[src/rtl/alsid_pkg.sv]
// shared types, codes and sizes for the shift insert/delete list
package alsid_pkg;

    localparam int CAPACITY   = 64;
    localparam int CELL_IDX_W = $clog2(CAPACITY);
    localparam int COUNT_W    = 7;
    localparam int DATA_W     = 32;
    localparam int GROUP      = 8;
    localparam int NGROUPS    = (CAPACITY + GROUP - 1) / GROUP;
    localparam int GRP_IDX_W  = $clog2(GROUP);
    localparam int GSEL_W     = (NGROUPS > 1) ? $clog2(NGROUPS) : 1;

    typedef enum logic [2:0] {
        OP_INS_FRONT = 3'd0,
        OP_INS_END   = 3'd1,
        OP_INS_AT    = 3'd2,
        OP_DEL_FRONT = 3'd3,
        OP_DEL_END   = 3'd4,
        OP_DEL_AT    = 3'd5,
        OP_SEARCH    = 3'd6,
        OP_LIST      = 3'd7
    } t_op;

    typedef enum logic [2:0] {
        ST_OK       = 3'd0,
        ST_FULL     = 3'd1,
        ST_EMPTY    = 3'd2,
        ST_BADPOS   = 3'd3,
        ST_NOTFOUND = 3'd4
    } t_status;

    typedef enum logic [1:0] {
        S_IDLE,
        S_FIND,
        S_LIST
    } t_state;

    typedef enum logic [2:0] {
        CK_HOLD,
        CK_INSERT,
        CK_DELETE,
        CK_ROTATE,
        CK_SEARCH
    } t_cell_kind;

    typedef struct packed {
        logic [2:0]         operation;
        logic [6:0]         position;
        logic signed [31:0] value;
    } t_in_word;

    typedef struct packed {
        logic [2:0]         status;
        logic [6:0]         found_position;
        logic signed [31:0] element;
        logic               last;
        logic [6:0]         count;
    } t_out_word;

    // command broadcast to every cell of the chain
    typedef struct packed {
        t_cell_kind              kind;
        logic [CELL_IDX_W-1:0]   idx;
        logic [COUNT_W-1:0]      cnt;
        logic [DATA_W-1:0]       value;
    } t_cell_cmd;

endpackage

[src/rtl/alsid_find.sv]
// first set match flag over the chain, found as groups of eight then group select
module alsid_find
    import alsid_pkg::*;
(
    input  logic [CAPACITY-1:0]   i_match,
    output logic                  o_found,
    output logic [CELL_IDX_W-1:0] o_index
);

    logic [NGROUPS-1:0]   grp_any;
    logic [GRP_IDX_W-1:0] grp_idx [NGROUPS];
    logic [GSEL_W-1:0]    sel;
    logic [CELL_IDX_W+GSEL_W+GRP_IDX_W-1:0] full_idx;

    // lowest set bit inside each group
    always_comb begin
        for (int g = 0; g < NGROUPS; g++) begin
            grp_any[g] = 1'b0;
            grp_idx[g] = '0;
            for (int b = GROUP - 1; b >= 0; b--) begin
                if (g * GROUP + b < CAPACITY) begin
                    if (i_match[g * GROUP + b]) begin
                        grp_any[g] = 1'b1;
                        grp_idx[g] = GRP_IDX_W'(b);
                    end
                end
            end
        end
    end

    // lowest group with a hit
    always_comb begin
        sel = '0;
        for (int g = NGROUPS - 1; g >= 0; g--) begin
            if (grp_any[g]) begin
                sel = GSEL_W'(g);
            end
        end
    end

    always_comb begin
        full_idx = (CELL_IDX_W + GSEL_W + GRP_IDX_W)'(sel)
                     * (CELL_IDX_W + GSEL_W + GRP_IDX_W)'(GROUP)
                 + (CELL_IDX_W + GSEL_W + GRP_IDX_W)'(grp_idx[sel]);
    end

    assign o_found = |grp_any;
    assign o_index = full_idx[CELL_IDX_W-1:0];

endmodule

[config.mk]
export PLATFORM = sky130hd
export DESIGN_NAME = alsid_find
export DESIGN_NICKNAME = d
export VERILOG_FILES = /design/src/rtl/alsid_pkg.sv /design/src/rtl/alsid_find.sv
export SDC_FILE = /design/constraint.sdc
export NUM_CORES = 1
export LEC_CHECK = 0
export ABC_CLOCK_PERIOD_IN_PS = 4100
export BUFFER_PORTS_ARGS = -buffer_cell sky130_fd_sc_hd__clkbuf_2
export CAP_MARGIN = 15
export CORE_MARGIN = 1
export CORE_UTILIZATION = 43
export DETAILED_ROUTE_END_ITERATION = 6
export MAX_ROUTING_LAYER = met4
export PLACE_DENSITY = 0.95
export SLEW_MARGIN = 30
export SYNTH_ARGS = -nofsm -noshare
export SYNTH_HDL_FRONTEND = slang
export SYNTH_SLANG_ARGS = --single-unit
export TNS_END_PERCENT = 5
[constraint.sdc]
create_clock -name vclk -period 4.1
set_input_delay 0.82 -clock vclk [all_inputs]
set_output_delay 0.82 -clock vclk [all_outputs]
set_load 0.05 [all_outputs]
==> flow_metrics.py <==
metrics = {
    "placement": {
        "place.gp.congestion": 1.01,
        "io_buffers": 71,
        "dpl_cell_area_um2": 1400,
        "hpwl_mm": 2.71,
    },
    "finish": {
        "layout_commonest_cell": "clkbuf_2",
        "fin_area_um2": 1420,
        "drive_above_1_share": 0.422,
        "utilization": 0.710,
        "areaGrowthSynthToFinish_pct": 52.7,
        "multiInputGateArea_um2": 908,
        "ff_latch_area_um2": 0,
        "diodes": 0,
        "fin_nets": 289,
        "nFlopsAndLatches": 0,
        "mostFrequentLayoutCells": "68 x clkbuf_2, 24 x nor2_1, 15 x a21oi_1",
        "num-clock-buffers": 0,
        "fillerInstances": 185,
    },
    "worst_setup_path": {
        "startpoint_type": "input port",
        "cp.arrival_ns": 3.21,
        "cp_max_fo": 9,
        "worstSetupPathType": "in -> out",
        "end_kind": "output pin",
        "crit_required_ns": 3.28,
    },
    "logic_synthesis": {
        "synthesis.area_um2": 931,
        "synth.distinct_cells": 41,
        "syn_area_per_cell_um2": 6.33,
        "synth-seq-area-share": 0,
        "synth_xor_area_frac": 0,
        "synth_nets": 211,
        "yosysWarnings": 0,
        "synth_compound_area_frac": 0.438,
        "synth_top_family_by_area": "simple AND/OR/NAND/NOR gates",
        "synth_cells": 147,
        "muxShareOfSynthArea": 0.0349,
        "synthSimpleGateAreaFrac": 0.462,
        "synthAdderAreaFrac": 0,
    },
    "floorplanning": {
        "start_util": 0.465,
        "core_um2": 2000,
        "rows": 16,
        "die_w_um": 48.5,
        "dieArea_um2": 2360,
        "ios": 71,
        "die_y_um": 48.5,
    },
    "status": {
        "outcome": "completed",
    },
    "worst_hold_path": {
        "holdPathStages": 5,
        "hp-class": "in -> out",
    },
    "routing": {
        "firstDrtPassIters": 4,
        "drc_errors": 0,
        "drt_iter0_drc": 45,
        "antenna_left": 0,
        "routed_wirelength_mm": 3.08,
        "num_vias": 1439,
        "viasPerCell": 5.76,
        "wire_per_inst_um": 12.3,
    },
    "clock_network": {
        "cts_setup_buffers": 0,
        "postCtsHoldBufs": 0,
    },
    "sta": {
        "worst_slew_pin_slew_ns": 0.693,
        "relSlewSlack": 0.532,
        "hold_viol_final": 0,
        "grt_setup_unrepaired": "false",
        "maxSlewViolCount": 0,
        "max_freq_mhz": 248,
        "period_share": 0.983,
        "min_period_ns": 4.03,
        "setup_viol": 0,
    },
    "global_routing": {
        "grt_start_max_net_pins": 10,
        "grt-ovfl-total": 0,
        "grt_pass1_wl_mm": 5.17,
        "antenna_found_initial": 0,
        "grt_pass1_vias": 1323,
        "track_usage": 0.270,
    },
    "power_and_ir_drop": {
        "p_per_area_nw_per_um2": 68.3,
        "peakVddDrop_mv": 0.0476,
        "p_leak_uw": 0.000653,
    },
    "job": {
        "drv_cap": 0,
    },
}
==> metrics by stage <==
| step | instances | total power (uW) | hold slack, ns | setup WS, ns | TNS [ns] |
|---|---|---|---|---|---|
| finish | 250 | 97.0 | 2.19 | 0.0714 | 0 |
| global route | 250 | 108 | 2.24 | 0.00755 | 0 |
| CTS | 250 | 95.6 | 2.22 | 0.0378 | 0 |
| detailed placement | 250 | 95.0 | 2.21 | 0.0335 | 0 |
| global placement | 250 | 92.9 | 2.19 | 0.0982 | 0 |
| floorplan | 147 | 39.1 | 1.91 | -0.145 | -0.255 |
==> critical path: stages <==
cell and delay [ns]:
clkbuf_2 0.10, or4_4 0.54, a211o_1 0.29, a211o_4 0.38, a21oi_4 0.18, mux2_2 0.36
o21ai_0 0.17, o211ai_1 0.13, buf_2 0.23
==> layout make-up <==
type / instances / share of cell area
inverter: 13 / 0.0343
multi-input combinational: 133 / 0.639
tap: 27 / 0.0238
timing repair buffer: 77 / 0.303
==> cell usage after synthesis, drive strengths merged <==
master,count,area [um2]
mux2i,1,10.0
and4,1,8.76
nand4b,1,8.76
a211o,2,17.5
o2111ai,1,26.3
o311ai,2,17.5
buf,1,11.3
inv,13,48.8
o21ba,1,10.0
nand2b,3,18.8
a21o,1,7.51
a2111o,1,11.3
nand2,5,18.8
and4bb,1,12.5
nor2b,7,43.8
nor2,24,90.1
a21oi,16,83.8
o311a,2,22.5
and2,1,6.26
a211oi,1,7.51
o31a,2,17.5
or4,7,60.1
nor4,12,90.1
o21bai,7,52.6
o31ai,3,22.5
o221a,1,11.3
nand4,2,12.5
nand3,3,15.0
o211ai,2,15.0
o21ai,6,30.0
nor3,9,45.0
mux2,2,22.5
a21boi,2,18.8
o32a,2,21.3
a221oi,1,8.76
a31oi,1,6.26
==> cell families (layout without fill, tap and decap cells) <==
family / Yosys count / in the layout
buffers and inverters: 14 / 90
AND/OR/NAND/NOR: 76 / 76
multiplexers: 3 / 3
AO/OA/AOI/OAI: 54 / 54
==> layer usage <==
metal / up-vias / share of wire / wire [um] / track usage
li1: 742 / - / - / -
met1: 630 / 0.41 / 1280 / 0.292
met2: 59 / 0.51 / 1560 / 0.523
met3: 8 / 0.067 / 206 / 0.0283
met4: 0 / 0.012 / 36 / 0.0588
met5: - / 0 / 0 / -
==> repair_timing <==
item / in CTS / in global routing
setup endpoints to repair: 0 / 3
endpoints found under the hold margin: 0 / 0
resized for setup: 0 / 5
==> power by group <==
group | internal (uW) | leakage (uW) | switching, uW
sequential | 0 | 0 | 0
combinational | 47.1 | 0.000653 | 50.0
clock | 0 | 0 | 0
total | 47.1 | 0.000653 | 50.0
==> path summary, 6_finish.rpt <==
check                  startpoint          to
worst max-delay path  i_match[51]  o_index[2]
worst min-delay path   i_match[0]  o_index[2]
Note: power is estimated with default switching activity, not from simulation.
