`src/rtl/alsid_pkg.sv`:
```
// shared types, codes and sizes for the shift insert/delete list
package alsid_pkg;

    localparam int CAPACITY   = 64;
    localparam int CELL_IDX_W = $clog2(CAPACITY);
    localparam int COUNT_W    = 7;
    localparam int DATA_W     = 32;
    localparam int GROUP      = 8;
    localparam int NGROUPS    = (CAPACITY + GROUP - 1) / GROUP;
    localparam int GRP_IDX_W  = $clog2(GROUP);
    localparam int GSEL_W     = (NGROUPS > 1) ? $clog2(NGROUPS) : 1;

    typedef enum logic [2:0] {
        OP_INS_FRONT = 3'd0,
        OP_INS_END   = 3'd1,
        OP_INS_AT    = 3'd2,
        OP_DEL_FRONT = 3'd3,
        OP_DEL_END   = 3'd4,
        OP_DEL_AT    = 3'd5,
        OP_SEARCH    = 3'd6,
        OP_LIST      = 3'd7
    } t_op;

    typedef enum logic [2:0] {
        ST_OK       = 3'd0,
        ST_FULL     = 3'd1,
        ST_EMPTY    = 3'd2,
        ST_BADPOS   = 3'd3,
        ST_NOTFOUND = 3'd4
    } t_status;

    typedef enum logic [1:0] {
        S_IDLE,
        S_FIND,
        S_LIST
    } t_state;

    typedef enum logic [2:0] {
        CK_HOLD,
        CK_INSERT,
        CK_DELETE,
        CK_ROTATE,
        CK_SEARCH
    } t_cell_kind;

    typedef struct packed {
        logic [2:0]         operation;
        logic [6:0]         position;
        logic signed [31:0] value;
    } t_in_word;

    typedef struct packed {
        logic [2:0]         status;
        logic [6:0]         found_position;
        logic signed [31:0] element;
        logic               last;
        logic [6:0]         count;
    } t_out_word;

    // command broadcast to every cell of the chain
    typedef struct packed {
        t_cell_kind              kind;
        logic [CELL_IDX_W-1:0]   idx;
        logic [COUNT_W-1:0]      cnt;
        logic [DATA_W-1:0]       value;
    } t_cell_cmd;

endpackage

```
`src/rtl/alsid_cell.sv`:
```
// one storage cell of the list chain: holds an entry and a search match flag
module alsid_cell
    import alsid_pkg::*;
(
    input  logic                  i_clk,
    input  logic                  i_rst_n,
    input  t_cell_cmd             i_cmd,
    input  logic [CELL_IDX_W-1:0] i_index,
    input  logic [DATA_W-1:0]     i_left,
    input  logic [DATA_W-1:0]     i_right,
    input  logic [DATA_W-1:0]     i_head,
    output logic [DATA_W-1:0]     o_data,
    output logic                  o_match
);

    logic [DATA_W-1:0] r_data, n_data;
    logic              r_match, n_match;

    always_comb begin
        n_data = r_data;
        case (i_cmd.kind)
            CK_INSERT: begin
                if (i_index == i_cmd.idx) begin
                    n_data = i_cmd.value;
                end else if (i_index > i_cmd.idx) begin
                    n_data = i_left;
                end
            end
            CK_DELETE: begin
                if (i_index >= i_cmd.idx) begin
                    n_data = i_right;
                end
            end
            CK_ROTATE: begin
                // idx marks the tail cell, which takes the old head
                if (i_index == i_cmd.idx) begin
                    n_data = i_head;
                end else if (i_index < i_cmd.idx) begin
                    n_data = i_right;
                end
            end
            default: n_data = r_data;
        endcase
    end

    always_comb begin
        n_match = r_match;
        if (i_cmd.kind == CK_SEARCH) begin
            n_match = (r_data == i_cmd.value) &&
                      ({1'b0, i_index} < i_cmd.cnt);
        end
    end

    always_ff @(posedge i_clk) begin
        r_data <= n_data;
    end

    always_ff @(posedge i_clk) begin
        if (!i_rst_n) begin
            r_match <= 1'b0;
        end else begin
            r_match <= n_match;
        end
    end

    assign o_data  = r_data;
    assign o_match = r_match;

endmodule

```
`config.mk`:
```
export PLATFORM = sky130hd
export DESIGN_NAME = alsid_cell
export DESIGN_NICKNAME = d
export VERILOG_FILES = /design/src/rtl/alsid_pkg.sv /design/src/rtl/alsid_cell.sv
export SDC_FILE = /design/constraint.sdc
export NUM_CORES = 1
export LEC_CHECK = 0
export ABC_AREA = 1
export BUFFER_PORTS_ARGS = -buffer_cell sky130_fd_sc_hd__buf_2
export CAP_MARGIN = 15
export CORE_MARGIN = 8
export CORE_UTILIZATION = 31
export CTS_CLUSTER_SIZE = 30
export DETAILED_ROUTE_END_ITERATION = 8
export GPL_TIMING_DRIVEN = 0
export HOLD_SLACK_MARGIN = 0.02
export PLACE_DENSITY_LB_ADDON = 0.1
export SYNTH_ARGS = -nofsm -noshare
export SYNTH_HDL_FRONTEND = slang
export SYNTH_SLANG_ARGS = --single-unit
```
`constraint.sdc`:
```
create_clock -name i_clk -period 6.78 [get_ports i_clk]
set_clock_uncertainty 0.15 [all_clocks]
set_input_delay 0.339 -clock i_clk [delete_from_list [all_inputs] [get_ports i_clk]]
set_output_delay 0.339 -clock i_clk [all_outputs]
set_load 0.05 [all_outputs]
```
==> results.md <==
- Worst VDD drop: 0.0952 mV
- Synthesis-stage register bit count: 33
- Largest family of logic cells by synthesized area: simple AND/OR/NAND/NOR gates
- Hold Crit Depth: 3
- Max Transition Viols Final: 0
- Syn avg cell area: 6.92 um2
- R2R Path End: o_match$_SDFFE_PN0N_
- Initial antenna violation count: 1
- First-pass GRT wire length: 19.4 mm
- DRT iter0 DRCs: 188
- Sequential area share after synthesis: 0.314
- F_max: 0.413 GHz
- Post CTS Setup Buffer Count: 0
- First-pass DRT Iterations: 5
- TritonCTS clock tree: built
- Detailed-route via count: 3754
- Worst Path Arrival: 2260 ps
- Initial Utilization: 0.319
- Synth area leader: edfxtp_1
- Most frequent cell after synthesis: nand2_1
- Pwr Total: 691 uW
- Layout area overhead: 38.2%
- Hold slack: 129 ps
- WP data required: ~6600 ps
- # fillers: roughly 1100
- Total die area: 13500 um2
- XOR/XNOR Fraction of Synth Area: 0.0309
- Status: finished, final reports clean
- GP Congestion: around 0.83
- Crit share post-route: 0.357
- CTS clock-pin slew for the worst setup and hold paths: 70 ps
- Clock sink count: 33
- Core Area: 9770 um2
- Ys async rst share: 0
- CTS resizes: 0
- Simple-gate share of the synthesized area: 0.267
- RSZ-0062 raised after global routing: no
- Crit-path max FO: 20
- Tmin final: 2420 ps
- Post-Syn Area: between 3000 and 4000 um2
- Cell Count, Final, Fillers Out: between 700 and 800
- Number of top-level pins: 185
- Post-synthesis mux area share: 0
- Sum of negative setup slack: 0 ps
- Die W: 116 um
- H-tree depth: 2
- Die height: between 100 and 150 um
- Residual DRC count: 0
- Top_reg_cell synth: edfxtp_1
- Reg-to-reg critical path startpoint: o_data[17]$_DFFE_PP_
- Lkg Pwr: 0.00214 uW
- P per Cell Area: 160 nW/um2
- Syn nets: 614
- Synth Instances: 451
- Final worst slack: between 4000 and 5000 ps
- Synth top cells by count: nand2_1, nor2_1, inv_1, o21ai_0, edfxtp_1
- Worst hold path type: primary input to register
- Largest net degree at the start of global routing: 21
- Antenna cells: 0
- WS Path Type: primary input to register
- CTS Hold Bufs: 0
- Number of global-route vias before repair: 3833
- DRT antenna net count: 0
- WHS Endpoint: o_match$_SDFFE_PN0N_
- Gr usage total: 0.188
- Worst hold start: i_rst_n
- CTS Buffer Depth: 2
- Post-synthesis adder-cell area fraction: 0.0441
- Crit. End Element: register
- Inst Count DP: 769
- Worst reg-to-reg path cell count: 9
- Top cells by area, synth: edfxtp_1, nand2_1, nor2_1, o21ai_0, o221ai_1
- Synth warn: 0
- Startpoint types: primary input
- Num CTS Buffers: 5
- Share of the synthesized area in the top cell type: 0.308
- Endpoints failing hold: 0
- Measured slew at the worst slew-check pin: between 600 and 700 ps
- Rows: 36
- Worst slew margin: 0.552
- Dpl hpwl: 10.3 mm
- Compound-cell area share of the yosys netlist: 0.218
- Worst R2R Setup Slack: 5330 ps
- Post-place setup slack: 4050 ps
- # nets final: 806
- Clock Latency Late Sink: approximately 280 ps
- Number of synthesized flops with an enable pin: 32
- # port buffers: 184
- Post-synth cell types: 27
- Layout cells sized above 1: 0.339
- Grt total ovfl: 0
- CTS root buffer: clkbuf_8
- DR vias/cell: 4.84
- WL final: 13.0 mm
- Wire length per cell: 16.8 um
- Max-Cap Viols: 0
- Endpoints failing setup: 0
-- placed cells by master (no fill, tap or decap), drive strengths merged --
cell,instances
clkinv,1
ha,11
o221ai,32
nand4,1
o211a,1
clkbuf,14
xnor2,11
nand3,5
nand2,111
a21oi,7
nor2,91
edfxtp,32
inv,58
o21ai,66
buf,199
o211ai,1
dfxtp,1
nor3b,1
-- cell families after synthesis --
family                     after synthesis
and+or+nand+nor                        209
AOI/OAI and AO/OA                      107
buffers and inverters                   80
DFF                                     33
xor gates and xnor gates                11
adders and majority gates               11
-- sequential cells by signal, indices dropped and copies added, names as in the netlist --
name     cells
o_match      1
o_data      32
-- where the power goes --
group	internal (uW)	switching (uW)	total [uW]
registers	253	15.0	268
clock network	69.4	77.0	146
logic	96.3	180	277
total	419	272	691
-- per-stage QoR --
stage           util  instance area, um2
3_5_place_dp   0.433                4240
6_report       0.441                4310
4_1_cts        0.441                4310
2_1_floorplan      -                3120
3_3_place_gp   0.431                4210
5_1_grt        0.441                4310
-- worst max-delay path: stages --
cell and delay [ps]:
buf_2 110, ha_1 300, nand2_2 80, nor2_4 140, nand3_4 130, buf_6 170, clkbuf_8 170, nand3_1 90
o211a_2 470, buf_16 240
-- worst max-delay path by stage --
stage | to | slack, ps | from | depth (start not counted)
finish | o_data[3]$_DFFE_PP_ | 4360 | i_index[5] | 10
global route | o_data[25]$_DFFE_PP_ | 4250 | i_index[5] | 10
CTS | o_data[13]$_DFFE_PP_ | 4340 | i_index[5] | 10
detailed placement | o_data[13]$_DFFE_PP_ | 4050 | i_index[5] | 10
global placement | o_data[12]$_DFFE_PP_ | 3490 | i_index[5] | 9
floorplan | o_data[0]$_DFFE_PP_ | 4200 | i_cmd[44] | 9
-- area by class of cell --
class | count | area, um2 | area share
inverters | 58 | 220 | 0.0511
well taps | 133 | 166 | 0.0386
repair buffers | 185 | 948 | 0.220
plain buffers | 22 | 173 | 0.0400
clock buffers | 6 | 72.6 | 0.0168
multi-input cells | 338 | 1750 | 0.405
flip-flops and latches | 33 | 981 | 0.227
clock inverters | 1 | 3.75 | 0.000870
-- per-layer routing --
layer,track usage,up-vias,share of wire
met5,0,-,0.00092
met4,0.0501,2,0.015
met3,0.0564,16,0.091
met2,0.327,160,0.48
met1,0.220,1687,0.41
li1,-,1889,-
Power figures use the tool's default switching activity.
